`config.mk`:
```
export PLATFORM = sky130hd
export DESIGN_NAME = dtle_arith
export DESIGN_NICKNAME = d
export VERILOG_FILES = /design/src/hw/rtl/dtle_pkg.sv /design/src/hw/rtl/dtle_arith.sv
export SDC_FILE = /design/constraint.sdc
export NUM_CORES = 1
export LEC_CHECK = 0
export ABC_AREA = 1
export BUFFER_PORTS_ARGS = -buffer_cell sky130_fd_sc_hd__buf_4
export CAP_MARGIN = 20
export CORE_ASPECT_RATIO = 1.5
export CORE_MARGIN = 1
export CORE_UTILIZATION = 49
export DETAILED_ROUTE_END_ITERATION = 16
export PLACE_DENSITY = 0.67
export SETUP_SLACK_MARGIN = 0.3
export SYNTH_ARGS = -nofsm -noshare
export SYNTH_HDL_FRONTEND = slang
export SYNTH_SLANG_ARGS = --single-unit
```
`constraint.sdc`:
```
create_clock -name clk -period 7.5 [get_ports clk]
set_input_delay 0 -clock clk [delete_from_list [all_inputs] [get_ports clk]]
set_output_delay 0 -clock clk [all_outputs]
set_load 0.01 [all_outputs]
```
`src/hw/rtl/dtle_pkg.sv`:
```
// ----------------------------------------------------------------------------
// dtle_pkg
// Types, register indexes and constants of the dual-tier latency estimator.
// ----------------------------------------------------------------------------
`default_nettype none

package dtle_pkg;

    localparam int WordW  = 64;
    localparam int OperW  = 80;
    localparam int CntW   = 7;
    localparam int RegW   = 16;
    localparam int IdxW   = 8;
    localparam int ShiftW = 3;
    localparam int NsW    = 74;

    localparam logic [CntW-1:0] WordSteps = CntW'(64);
    localparam logic [CntW-1:0] NsSteps   = CntW'(74);

    localparam logic [9:0] NsPerUs = 10'd1000;

    localparam logic [ShiftW-1:0] ShiftReset   = 3'd1;
    localparam logic [RegW-1:0]   LocalMinReset  = 16'd15;
    localparam logic [RegW-1:0]   RemoteMinReset = 16'd30;
    localparam logic [RegW-1:0]   ClockMhzReset  = 16'd2200;

    localparam logic [IdxW-1:0] RegSmoothingShift  = 8'd0;
    localparam logic [IdxW-1:0] RegLocalMinLatency = 8'd1;
    localparam logic [IdxW-1:0] RegRemoteMinLatency = 8'd2;
    localparam logic [IdxW-1:0] RegClockMhz        = 8'd3;

    typedef enum logic {
        OP_DIV,
        OP_MUL
    } arith_op_t;

    typedef struct packed {
        logic            start;
        arith_op_t       op;
        logic [CntW-1:0] nbits;
    } arith_cmd_t;

    typedef struct packed {
        logic busy;
        logic done;
    } arith_sts_t;

    typedef enum logic [3:0] {
        ST_IDLE,
        ST_SMOOTH,
        ST_CHECK,
        ST_QUO,
        ST_TNS,
        ST_MUL,
        ST_LAT,
        ST_NEXT,
        ST_FINISH
    } state_t;

    typedef struct packed {
        logic [WordW-1:0] local_occupancy_count;
        logic [WordW-1:0] local_insert_count;
        logic [WordW-1:0] local_clocktick_count;
        logic [WordW-1:0] local_timestamp;
        logic [WordW-1:0] remote_occupancy_count;
        logic [WordW-1:0] remote_insert_count;
        logic [WordW-1:0] remote_clocktick_count;
        logic [WordW-1:0] remote_timestamp;
    } sample_t;

    typedef struct packed {
        logic [WordW-1:0] local_latency;
        logic [WordW-1:0] remote_latency;
        logic             local_slower;
        logic [WordW-1:0] local_interval_ticks;
        logic [WordW-1:0] remote_interval_ticks;
        logic [WordW-1:0] local_clocktick_delta;
        logic [WordW-1:0] remote_clocktick_delta;
    } result_t;

    typedef struct packed {
        logic [IdxW-1:0] index;
        logic [RegW-1:0] value;
    } cfg_t;

endpackage

`default_nettype wire

```
`src/hw/rtl/dtle_arith.sv`:
```
// ----------------------------------------------------------------------------
// dtle_arith
// Shared bit-serial divide and saturating multiply unit, one bit per cycle.
// ----------------------------------------------------------------------------
`default_nettype none

module dtle_arith (
    input  logic                         clk,
    input  logic                         rst_n,
    input  dtle_pkg::arith_cmd_t         cmd,
    input  logic [dtle_pkg::OperW-1:0]   a,
    input  logic [dtle_pkg::WordW-1:0]   b,
    output dtle_pkg::arith_sts_t         sts,
    output logic [dtle_pkg::OperW-1:0]   res
);
    import dtle_pkg::*;

    logic [OperW-1:0] opnd_reg;
    logic [OperW-1:0] opnd_next;
    logic [WordW-1:0] rem_reg;
    logic [WordW-1:0] rem_next;
    logic [WordW-1:0] divisor_reg;
    logic             sat_reg;
    logic             sat_next;
    logic [CntW-1:0]  cnt_reg;
    logic             busy_reg;
    logic             done_reg;
    arith_op_t        op_reg;

    logic             msb;
    logic [WordW:0]   lhs;
    logic [WordW:0]   addend;
    logic [WordW+1:0] sum;
    logic             is_div;

    assign is_div = (op_reg == OP_DIV);
    assign msb    = opnd_reg[OperW-1];

    always_comb
    begin
        if (is_div)
        begin
            lhs    = {rem_reg, msb};
            addend = ~{1'b0, divisor_reg};
        end
        else
        begin
            lhs    = {1'b0, rem_reg[WordW-2:0], 1'b0};
            addend = msb ? {1'b0, divisor_reg} : '0;
        end
        sum = {1'b0, lhs} + {1'b0, addend} + (WordW+2)'(is_div);

        if (is_div)
        begin
            rem_next  = sum[WordW+1] ? sum[WordW-1:0] : lhs[WordW-1:0];
            opnd_next = {opnd_reg[OperW-2:0], sum[WordW+1]};
            sat_next  = sat_reg;
        end
        else
        begin
            rem_next  = sum[WordW-1:0];
            opnd_next = {opnd_reg[OperW-2:0], 1'b0};
            sat_next  = sat_reg | rem_reg[WordW-1] | sum[WordW];
        end
    end

    always_ff @(posedge clk or negedge rst_n)
    begin
        if (!rst_n)
        begin
            busy_reg <= 1'b0;
            done_reg <= 1'b0;
            cnt_reg  <= '0;
            op_reg   <= OP_DIV;
        end
        else if (cmd.start)
        begin
            busy_reg <= 1'b1;
            done_reg <= 1'b0;
            cnt_reg  <= cmd.nbits;
            op_reg   <= cmd.op;
        end
        else if (busy_reg)
        begin
            cnt_reg <= cnt_reg - CntW'(1);
            if (cnt_reg == CntW'(1))
            begin
                busy_reg <= 1'b0;
                done_reg <= 1'b1;
            end
        end
        else
        begin
            done_reg <= 1'b0;
        end
    end

    always_ff @(posedge clk)
    begin
        if (cmd.start)
        begin
            opnd_reg    <= a;
            rem_reg     <= '0;
            divisor_reg <= b;
            sat_reg     <= 1'b0;
        end
        else if (busy_reg)
        begin
            opnd_reg <= opnd_next;
            rem_reg  <= rem_next;
            sat_reg  <= sat_next;
        end
    end

    assign sts.busy = busy_reg;
    assign sts.done = done_reg;
    assign res = is_div ? opnd_reg
                        : {(OperW-WordW)'(0), (sat_reg ? {WordW{1'b1}} : rem_reg)};

endmodule

`default_nettype wire

```
After elaboration in Yosys (flattened, before gate mapping)
Cells that the tools add are included.

Register bits: 219. Bits of input ports: 155. Output and inout port bits: 82.

$add $sub $neg: 3. Eq/ne operators: 2. Mux-type cells: 18. Bitwise operators: 4. Reduce and logical (&&, ||, !) cells: 2.

Operators with widths (count): $mux 64 (4); $mux 80 (3); $mux 65 (2); $add 65x65->66 (1); $add 66x1->66 (1); $not 64->65 (1); $mux 7 (2); $eq 7x1->1 const B (1); $mux 1 (7); $sub 7x1->7 const B (1); $ne 3x2->1 const B (1); $or 1x1->1 (2); $reduce_and 2->1 (1); $reduce_bool 2->1 (1); $not 1->1 (1).

Depth between registers and ports, before layout
Gate-level depths: netlist of run 1.

Depth in word-level cells: 7. Depth in mapped cells: 23. Mapped depth without buffers: 21.

Least setup slack after synthesis of run 1
No wires, ideal clock.

Path type: input to register. Start: input cmd[8] (netlist name). End: register opnd_reg[0], enable pin. Setup time: 0.476 ns. Data arrival time: 3.136 ns. Path slack: 3.888 ns. Stages on the path: 5. Path through: clkbuf_1 -> clkbuf_1 -> nor2_2 -> clkinv_1 -> buf_1.

Cells in the longest elaborated chain, start to end: 1.

Ends and longest elaborated chain: start, declared (line dtle_arith.sv:10) `input dtle_pkg::arith_cmd_t cmd,`; $reduce_bool 2->1 (no source line); end signal, assigned (line dtle_arith.sv:109) `opnd_reg <= opnd_next;`; end, declared (line dtle_arith.sv:18) `logic [OperW-1:0] opnd_reg;`.

No other way between the ends. A chain may end at the register's enable or synchronous reset.

Worst setup path in the final report of run 1
Start: register op_reg. End: register rem_reg[29].

Cells in the longest elaborated chain, start to end: 5.

Ends and longest elaborated chain: start, declared (line dtle_arith.sv:28) `arith_op_t op_reg;`; start signal, assigned (line dtle_arith.sv:81) `op_reg <= cmd.op;`; $mux 65 (line dtle_arith.sv:41) `if (is_div)`; $add 65x65->66 (line dtle_arith.sv:51) `sum = {1'b0, lhs} + {1'b0, addend} + (WordW+2)'(is_div);`; $add 66x1->66 (line dtle_arith.sv:51); $mux 64 (line dtle_arith.sv:55) `rem_next = sum[WordW+1] ? sum[WordW-1:0] : lhs[WordW-1:0];`; $mux 64 * (line dtle_arith.sv:53) `if (is_div)`; end signal, assigned (line dtle_arith.sv:110) `rem_reg <= rem_next;`; end, declared (line dtle_arith.sv:20) `logic [WordW-1:0] rem_reg;`.

Mark *: on every way between the ends. The rest lies on a longest branch, timed or not.

==> flow_summary.toml, run 1 <==
[setup_path]
reg2reg_to = "rem_reg[29]$_SDFFE_PP0P_"
arrival_ns = 5.97
rrSetupSlack_ns = 1.93
start_kind = "flip-flop"
required_ns = 7.91
end_kind = "flip-flop"
path_cells = "nand2_2 > buf_4 > a21oi_1 > ha_1 > nand2_1 > nor2_1 > and2_1 > nand2_1 > nor2_2 > nand2_4 > nand3_4 > buf_4 > nand2_1 > nand3_1 > o21ai_1"
slowest_stage = "dfrtp_1"
cp_top_family = "simple AND/OR/NAND/NOR gates"
ff2ff_path_depth = 15
startpoint = "op_reg$_DFFE_PN0P_"
path_buf_inv = 2
crit_type = "flip-flop to flip-flop"
crit_cells = 15
max_stage_delay_ns = 0.88
crit_top_cell = "nand2_1"
cp_max_fo = 66
regToRegStartpoint = "op_reg$_DFFE_PN0P_"

[pwr]
power.total_uw = 6350
combPwrFrac = 0.552
power_density_nw_per_um2 = 306
clkPwrFrac = 0.183
power.leakage_uw = 0.0106
internal_power_uw = 3380
seqPwrFrac = 0.265
p_sw_uw = 2960
swShare = 0.467
irDropWorstVdd_v = 0.000215

[routing]
antenna_left = 0
viasPerCell = 5.39
wl_per_cell_microns = 18.8
drtPass1Iterations = 6
drtIter0Drc = 1149
vias = 17470
postRouteWirelength_mm = 60.8
drc = 0

[synth]
synth_top_family_by_area = "simple AND/OR/NAND/NOR gates"
muxShareOfSynthArea = 0
syn-num-nets = 2673
synth_xor_area_frac = 0.0199
synth.ff_latch_count = 219
ys_types = 42
yosysSeqAreaShare = 0.360
synth_compound_area_frac = 0.120
ys_warn_count = 0
synth_simple_gate_area_frac = 0.305
syn_area_per_cell_sq_um = 6.66
synthesis.instances = 2451
yosys.area_share.adder = 0.0523
syn_area_sq_um = 16300

[cts]
cts_tree = "done"
cts_sinks = 219
cts_buffer_depth = 3
h-tree-depth = 1
cts_made_buffers = 22
postCtsSetupRepairBufs = 0
cts_root_buf = "clkbuf_16"
clk_pin_slew_ns = 0.07
clk_latency_ns = 0.55

[layout]
antenna_cells = 0
drive_above_1_share = 0.109
syn2layout_area_growth_pct = 27.1
nNetsFinal = 3030
final_common_cell = "nand2_1"
final_cell_mix = "nand2_1, inv_1, buf_4, nor2_1, dlygate4sd3_1"
largest_reg_flops = 80

[sta]
finalHoldViolations = 0
skew_ns = 0.0143
fmax_ghz = 0.180
finalSetupViolCount = 0
fin_setup_tns_ns = 0
drv_slew = 0
period_minus_slack_ns = 5.57
timing.slew.headroom = 0.355
fin_crit_sh = 0.742
grt_setup_unrepaired = "false"
tightest_slew_ns = 0.965

[floorplan]
io_pins = 237
die_h_microns = 225
fp-row-count = 81
die_x_microns = 151
coreArea_sq_um = 32700
die_area_sq_um = 34000
start_util = 0.498

[placement]
place.gp.congestion = 0.981
port_buffers = 236
hpwl_mm = 43.5

[grt]
grt_max_degree = 97
first_global_vias = 17582
grt_pass1_wl_mm = 92.7
antenna_found_initial = 0
globalRouteOverflowTotal = 0
grt_usage = 0.357

[worst_hold_path]
hp-class = "input pin to flip-flop"
hp-start = "b[27]"
hold_depth = 2
whs_endpoint = "divisor_reg[27]$_DFFE_PP_"

[status]
status = "finished, final reports clean"

[flow_run]
cap_violations = 0
[worst max-delay path by stage]
stage / end / slack [ns]
after global placement: rem_reg[0]$_SDFFE_PP0P_ / 2.24
after floorplan: opnd_reg[0]$_DFFE_PP_ / 3.89
after detailed placement: rem_reg[23]$_SDFFE_PP0P_ / 2.16
after global routing: rem_reg[20]$_SDFFE_PP0P_ / 1.66
final: rem_reg[29]$_SDFFE_PP0P_ / 1.93
after CTS: rem_reg[20]$_SDFFE_PP0P_ / 2.06
[metal layers]
layer | part of all wire | wire [microns] | GRT usage | vias to the layer above
met5 | 0 | 0 | 0 | -
met1 | 0.38 | 22800 | 0.387 | 8124
met3 | 0.051 | 3080 | 0.0425 | 160
li1 | - | - | - | 8506
met4 | 0.054 | 3280 | 0.200 | 0
met2 | 0.52 | 31600 | 0.659 | 680
[kinds of logic (layout without fill, tap and decap cells)]
family | after synthesis | in the layout
fa+ha+maj | 67 | 67
simple gates | 1199 | 1199
flops | 219 | 219
compound gates | 349 | 349
xor+xnor | 37 | 37
buf+inv | 580 | 953
[Yosys cell counts]
| cell type | count | area [sq um] |
|---|---|---|
| a21o_1 | 1 | 7.51 |
| a21oi_1 | 126 | 631 |
| a21oi_2 | 2 | 17.5 |
| a21oi_4 | 1 | 16.3 |
| a22oi_1 | 63 | 473 |
| and2_1 | 3 | 18.8 |
| buf_1 | 7 | 26.3 |
| buf_2 | 9 | 45.0 |
| buf_4 | 6 | 45.0 |
| buf_6 | 15 | 169 |
| clkbuf_1 | 53 | 199 |
| clkinv_1 | 2 | 7.51 |
| dfrtp_1 | 10 | 250 |
| dfxtp_1 | 65 | 1300 |
| edfxtp_1 | 144 | 4320 |
| fa_1 | 2 | 40.0 |
| ha_1 | 65 | 813 |
| inv_1 | 483 | 1810 |
| inv_2 | 5 | 18.8 |
| nand2_1 | 748 | 2810 |
| nand2_2 | 5 | 31.3 |
| nand2_4 | 1 | 11.3 |
| nand3_1 | 154 | 771 |
| nand3_2 | 1 | 10.0 |
| nand3_4 | 1 | 17.5 |
| nand3b_1 | 1 | 7.51 |
| nand4_1 | 78 | 488 |
| nor2_1 | 187 | 702 |
| nor2_2 | 6 | 37.5 |
| nor3_1 | 11 | 55.1 |
| nor4_1 | 1 | 6.26 |
| nor4_2 | 1 | 12.5 |
| o211ai_1 | 4 | 30.0 |
| o21a_1 | 1 | 7.51 |
| o21ai_0 | 130 | 651 |
| o21ai_1 | 14 | 70.1 |
| o21bai_1 | 5 | 37.5 |
| o221ai_1 | 1 | 8.76 |
| o31ai_1 | 1 | 7.51 |
| or2_2 | 1 | 6.26 |
| xnor2_1 | 22 | 193 |
| xor2_1 | 15 | 131 |
[timing repair]
item | CTS | global route
endpoints found under the hold margin | 181 | 0
resized for setup | 0 | 0
hold buffers | 174 | 0
[stage by stage]
step                cells  instance area [sq um]  utilization  worst slack, ns  hold WS, ns
floorplan            2451                  16300            -             3.89       -0.296
global placement     3025                  18300        0.558             2.24       -0.163
detailed placement   3025                  18300        0.558             2.16       -0.162
CTS                  3239                  20700        0.633             2.06        0.142
global route         3239                  20700        0.633             1.66        0.168
finish               3239                  20700        0.633             1.93        0.160
[area by class of cell]
class | count | area (sq um)
repair buffers | 423 | 3630
fillers | 2849 | 12000
clock inverters | 7 | 98.8
multi-input cells | 1652 | 8130
inverters | 490 | 1850
flip-flops and latches | 219 | 5880
clock buffers | 33 | 632
well taps | 415 | 519
[power groups by stage]
stage                     Clock (uW)  Combinational (uW)  Sequential [uW]
after CTS                       1160                3450             1680
after detailed placement           0                3350             1700
final                           1160                3510             1680
after global routing            1210                3880             1710
after floorplan                    0                2300             1650
after global placement             0                3320             1690
Power figures use the tool's default switching activity.
==> run 2: changes to the inputs <==
Clock period 7.5 ns to 5.84 ns, I/O delays scaled along.
==> run 2 against run 1 <==
- clock skew increased by 0.0058 ns
- power increased by 29%
- register-to-register slack got worse by 0.88 ns
- sequential share of layout area shrank 0.12 points
- setup slack worse by 0.88 ns
- final cell count up 0.19%
- critical path depth is 2 higher
- sequential power up 29%
- utilization up 0.28 points
- via count shrank 1.4%
- critical path type unchanged
- critical endpoint is now rem_reg[61]$_SDFFE_PP0P_
- largest cell class unchanged
- highest routed layer unchanged
==> flow_summary.toml, run 2 (synthesis gave the netlist of run 1 again) <==
[sta]
fin_crit_sh = 0.819
drv_slew = 0
period_minus_slack_ns = 4.78
timing.slew.headroom = 0.395
fmax_ghz = 0.209
fin_setup_tns_ns = 0
grt_setup_unrepaired = "false"
skew_ns = 0.0201
finalHoldViolations = 0
finalSetupViolCount = 0
tightest_slew_ns = 0.906

[routing]
wl_per_cell_microns = 18.3
drc = 0
drtPass1Iterations = 6
viasPerCell = 5.31
vias = 17218
drtIter0Drc = 1079
postRouteWirelength_mm = 59.3
antenna_left = 0

[floorplan]
fp-row-count = 81
die_h_microns = 225
die_x_microns = 151
coreArea_sq_um = 32700
start_util = 0.498
io_pins = 237
die_area_sq_um = 34000

[layout]
nNetsFinal = 3035
final_common_cell = "nand2_1"
syn2layout_area_growth_pct = 27.6
antenna_cells = 0
largest_reg_flops = 80
drive_above_1_share = 0.111
final_cell_mix = "nand2_1, inv_1, buf_4, nor2_1, dlygate4sd3_1"
final_util = 0.636

[placement]
port_buffers = 236
place.gp.congestion = 1.01
hpwl_mm = 42.9

[cts]
cts_sinks = 219
cts_root_buf = "clkbuf_16"
h-tree-depth = 1
postCtsSetupRepairBufs = 0
cts_tree = "done"
cts_made_buffers = 23
clk_pin_slew_ns = 0.07
cts_buffer_depth = 3
clk_latency_ns = 0.56
cts.repair.resized = 0

[grt]
grt_max_degree = 110
antenna_found_initial = 0
grt_usage = 0.348
first_global_vias = 17169
globalRouteOverflowTotal = 0
grt_pass1_wl_mm = 90.3

[setup_path]
crit_type = "flip-flop to flip-flop"
rrSetupSlack_ns = 1.06
ff2ff_path_depth = 17
max_stage_delay_ns = 0.89
crit_top_cell = "nand2_1"
end_kind = "flip-flop"
start_kind = "flip-flop"
cp_max_fo = 109
path_buf_inv = 4
cp_top_family = "simple AND/OR/NAND/NOR gates"
required_ns = 6.28
slowest_stage = "dfrtp_1"
path_cells = "inv_6 > buf_4 > nor2_1 > a21oi_1 > ha_1 > nand2_1 > nor2_1 > nand2_1 > inv_2 > nand2_1 > nor2_2 > nand2_4 > nand3_4 > buf_4 > nand3_1 > nand3_1 > nand2_1"
arrival_ns = 5.22
reg2reg_to = "rem_reg[61]$_SDFFE_PP0P_"
regToRegStartpoint = "op_reg$_DFFE_PN0P_"

[worst_hold_path]
hp-start = "b[58]"
whs_endpoint = "divisor_reg[58]$_DFFE_PP_"
hold_depth = 2
hp-class = "input pin to flip-flop"

[pwr]
irDropWorstVdd_v = 0.000283
power_density_nw_per_um2 = 394
power.leakage_uw = 0.0107

[flow_run]
cap_violations = 0

[status]
status = "finished, final reports clean"
run 2: where the power goes:
group,internal (uW),switching [uW]
Combinational,1540,2930
Clock,884,670
Sequential,1970,207
run 2: repair_timing:
item	in CTS	in global routing
setup endpoints to repair	0	0
endpoints found under the hold margin	173	0
hold buffers	177	0
run 2: layer usage:
layer,track usage,share of wire,wire length (microns)
met1,0.382,0.38,22300
met2,0.633,0.51,30300
met3,0.0413,0.052,3090
met4,0.207,0.061,3600
met5,0,0,0
run 2: area by class of cell:
class,count,area (sq um)
clock buffers,31,656
clock inverters,11,128
fillers,2829,11900
inverters,490,1850
multi-input cells,1652,8130
flip-flops and latches,219,5880
well taps,415,519
repair buffers,427,3660
run 2: worst max-delay path by stage:
stage,start,end,slack (ns),cells after the start
final,op_reg$_DFFE_PN0P_,rem_reg[61]$_SDFFE_PP0P_,1.06,17
after global routing,op_reg$_DFFE_PN0P_,rem_reg[54]$_SDFFE_PP0P_,0.71,19
after CTS,op_reg$_DFFE_PN0P_,rem_reg[61]$_SDFFE_PP0P_,1.14,17
after detailed placement,op_reg$_DFFE_PN0P_,rem_reg[54]$_SDFFE_PP0P_,1.17,17
after global placement,op_reg$_DFFE_PN0P_,rem_reg[54]$_SDFFE_PP0P_,1.25,17
after floorplan,cmd[8],opnd_reg[0]$_DFFE_PP_,2.23,5
run 2: per-stage QoR:
step / power, uW / hold slack, ns / std cells / instance area [sq um] / worst slack, ns
after floorplan: 5080 / -0.296 / 2451 / 16300 / 2.23
after global placement: 6430 / -0.165 / 3026 / 18300 / 1.25
after detailed placement: 6470 / -0.166 / 3026 / 18300 / 1.17
after CTS: 8140 / 0.125 / 3245 / 20800 / 1.14
after global routing: 8790 / 0.146 / 3245 / 20800 / 0.715
final: 8200 / 0.145 / 3245 / 20800 / 1.06
==> run 3: changes to the inputs <==
Settings changed: ABC_AREA 1 to 0, PLACE_DENSITY 0.67 to 0.71.
Clock period 5.84 ns to 3.9 ns, I/O delays scaled along.
==> run 3 against run 2 <==
- register-to-register slack lost 0.94 ns
- routed wire length shrank 25%
- count of clock-buffer cells in the layout fell by 1
- sequential share of layout area increased by 1.1 points
- setup slack worse by 0.94 ns
- utilization rose by 6.4 points
- synthesized cell count down 37%
- first-iteration DRC count shrank 30%
- fmax grew 26%
- critical path depth unchanged
- combinational power shrank 9.6%
==> flow_summary.toml, run 3 <==
[layout]
antenna_cells = 0
drive_above_1_share = 0.288
nFillCells = 2135
largest_reg_flops = 80
syn2layout_area_growth_pct = 40.9
final_cell_mix = "buf_4, nor2_1, dlygate4sd3_1, edfxtp_1, nand2_1"
final_cell_area_sq_um = 20000
final_common_cell = "buf_4"
nNetsFinal = 2206

[placement]
hpwl_mm = 29.3
place.gp.congestion = 0.937
place_area_sq_um = 16700
port_buffers = 236

[grt]
grt_max_degree = 141
globalRouteOverflowTotal = 0
first_global_vias = 13795
grt_usage = 0.296
grt_pass1_wl_mm = 69.2
antenna_found_initial = 0

[synth]
synth.ff_latch_count = 219
synth_area_leaders = "edfxtp_1, dfxtp_1, mux2_2"
ys_warn_count = 0
synth_edf_count = 144
syn_area_sq_um = 14200
synthArstFlopShare = 0.0457
yosysSeqAreaShare = 0.413
synthTopCellsByCount = "nor2_1, a21oi_1, nand2_1, edfxtp_1, o21ai_0"
synthesis.instances = 1548
synth_top_area_frac = 0.304
syn_area_per_cell_sq_um = 9.18
synthFlopType = "edfxtp_1"
synth_most_common_cell = "nor2_1"
synth_largest_area_cell = "edfxtp_1"
syn-num-nets = 1770
ys_types = 76

[sta]
fin_crit_sh = 0.970
period_minus_slack_ns = 3.78
timing.slew.headroom = 0.335
drv_slew = 0
grt_setup_unrepaired = "true"
fin_setup_tns_ns = 0
finalSetupViolCount = 0
tightest_slew_ns = 0.997
finalHoldViolations = 0
fmax_ghz = 0.264
skew_ns = 0.0159

[pwr]
irDropWorstVdd_v = 0.000433
internal_power_uw = 6140
seqPwrFrac = 0.330
combPwrFrac = 0.425
swShare = 0.354
power.leakage_uw = 0.00836
p_sw_uw = 3370
power_density_nw_per_um2 = 475
clkPwrFrac = 0.245

[cts]
cts_sinks = 219
cts_buffer_depth = 3
clk_latency_ns = 0.54
cts_made_buffers = 24
cts_root_buf = "clkbuf_16"
cts_tree = "done"
h-tree-depth = 1
clk_pin_slew_ns = 0.07

[setup_path]
path_cells = "and2_4 > buf_8 > buf_12 > nand2_1 > o21ai_0 > ha_1 > a211o_1 > a221oi_4 > and2_4 > a211oi_2 > buf_4 > o31ai_4 > o31ai_2 > buf_4 > a221oi_4 > xor2_1 > o211ai_1"
required_ns = 4.32
ff2ff_path_depth = 17
cp_max_fo = 13
rrSetupSlack_ns = 0.12
path_buf_inv = 4
cp_top_family = "compound AO/OA/AOI/OAI gates"
crit_type = "flip-flop to flip-flop"
start_kind = "flip-flop"
max_stage_delay_ns = 0.48
slowest_stage = "dfrtp_4"
regToRegStartpoint = "op_reg$_DFFE_PN0P_"
end_kind = "flip-flop"
reg2reg_to = "rem_reg[59]$_SDFFE_PP0P_"
arrival_ns = 4.20

[status]
status = "finished, final reports clean"

[worst_hold_path]
hp-class = "input pin to flip-flop"
whs_endpoint = "rem_reg[4]$_SDFFE_PP0P_"
hold_depth = 2
hp-start = "cmd[8]"

[floorplan]
fp-row-count = 76
coreArea_sq_um = 28600
die_h_microns = 211
start_util = 0.497
die_area_sq_um = 29700
die_x_microns = 141
io_pins = 237

[routing]
vias = 13316
antenna_left = 0
drtPass1Iterations = 9
viasPerCell = 5.57
postRouteWirelength_mm = 44.5
wl_per_cell_microns = 18.6
drc = 0
drtIter0Drc = 750

[flow_run]
cap_violations = 0
## run 3: cell types whose count changed after synthesis, moves of 60 or more
cell / delta
a22oi_1: -62
inv_1: -455
mux2_2: +80
nand2_1: -598
nand3_1: -144
nand4_1: -60
## run 3: worst max-delay path by stage
stage,from,to,depth (start not counted)
floorplan,op_reg$_DFFE_PN0P_,rem_reg[5]$_SDFFE_PP0P_,19
global placement,op_reg$_DFFE_PN0P_,rem_reg[31]$_SDFFE_PP0P_,16
detailed placement,op_reg$_DFFE_PN0P_,rem_reg[8]$_SDFFE_PP0P_,15
CTS,op_reg$_DFFE_PN0P_,rem_reg[32]$_SDFFE_PP0P_,18
global route,op_reg$_DFFE_PN0P_,rem_reg[32]$_SDFFE_PP0P_,20
finish,op_reg$_DFFE_PN0P_,rem_reg[59]$_SDFFE_PP0P_,17
## run 3: layout make-up
class / count / area [sq um] / share of cell area
tap: 390 / 488 / 0.0244
clock inverter: 14 / 106 / 0.00531
sequential: 219 / 5880 / 0.294
inverter: 28 / 106 / 0.00531
multi-input combinational: 1195 / 8140 / 0.406
timing repair buffer: 516 / 4610 / 0.230
clock buffer: 30 / 696 / 0.0347
## run 3: what timing repair did
item,4_1_cts,5_1_grt
gates resized for setup,67,40
hold endpoints to repair,162,0
hold buffers,154,0
pin swaps,39,24
setup endpoints to repair,65,66
gates cloned,6,1
setup buffers,25,11
## run 3: through the flow
| step | util | hold WS [ns] | total power, uW | cells | worst slack, ns |
|---|---|---|---|---|---|
| 3_3_place_gp | 0.584 | -0.150 | 6510 | 2151 | -0.0568 |
| 5_1_grt | 0.700 | 0.0855 | 9990 | 2392 | -0.0193 |
| 2_1_floorplan | - | -0.296 | 5380 | 1548 | 0.278 |
| 3_5_place_dp | 0.584 | -0.147 | 6550 | 2151 | -0.0474 |
| 6_report | 0.700 | 0.0554 | 9500 | 2392 | 0.118 |
| 4_1_cts | 0.690 | 0.0600 | 9360 | 2380 | 0.180 |
## run 3: routing by layer
metal	wire length (microns)	vias up	track usage
li1	-	6508	-
met1	17000	6326	0.325
met2	24000	364	0.559
met3	1590	118	0.0313
met4	1990	0	0.148
met5	0	-	0
## run 3: power by group through the flow
stage / Sequential (uW) / Clock, uW / Combinational [uW]
2_1_floorplan: 3050 / 0 / 2330
3_5_place_dp: 3170 / 0 / 3380
5_1_grt: 3180 / 2450 / 4360
6_report: 3140 / 2330 / 4040
4_1_cts: 3130 / 2360 / 3870
3_3_place_gp: 3160 / 0 / 3350
## run 3: cell families after synthesis
logic type / synth area share
compound gates: 0.198
fa+ha+maj: 0.0600
flops: 0.413
xor+xnor: 0.0407
buf+inv: 0.0439
simple gates: 0.146
mux: 0.0973
## run 3: worst register-to-register path, cell delays in order (launching register included)
cell and delay, ns:
dfrtp_4 0.48, and2_4 0.21, buf_8 0.16, buf_12 0.15
nand2_1 0.06, o21ai_0 0.08, ha_1 0.36, a211o_1 0.33
a221oi_4 0.30, and2_4 0.19, a211oi_2 0.05, buf_4 0.15
o31ai_4 0.33, o31ai_2 0.09, buf_4 0.15, a221oi_4 0.26
xor2_1 0.19, o211ai_1 0.10
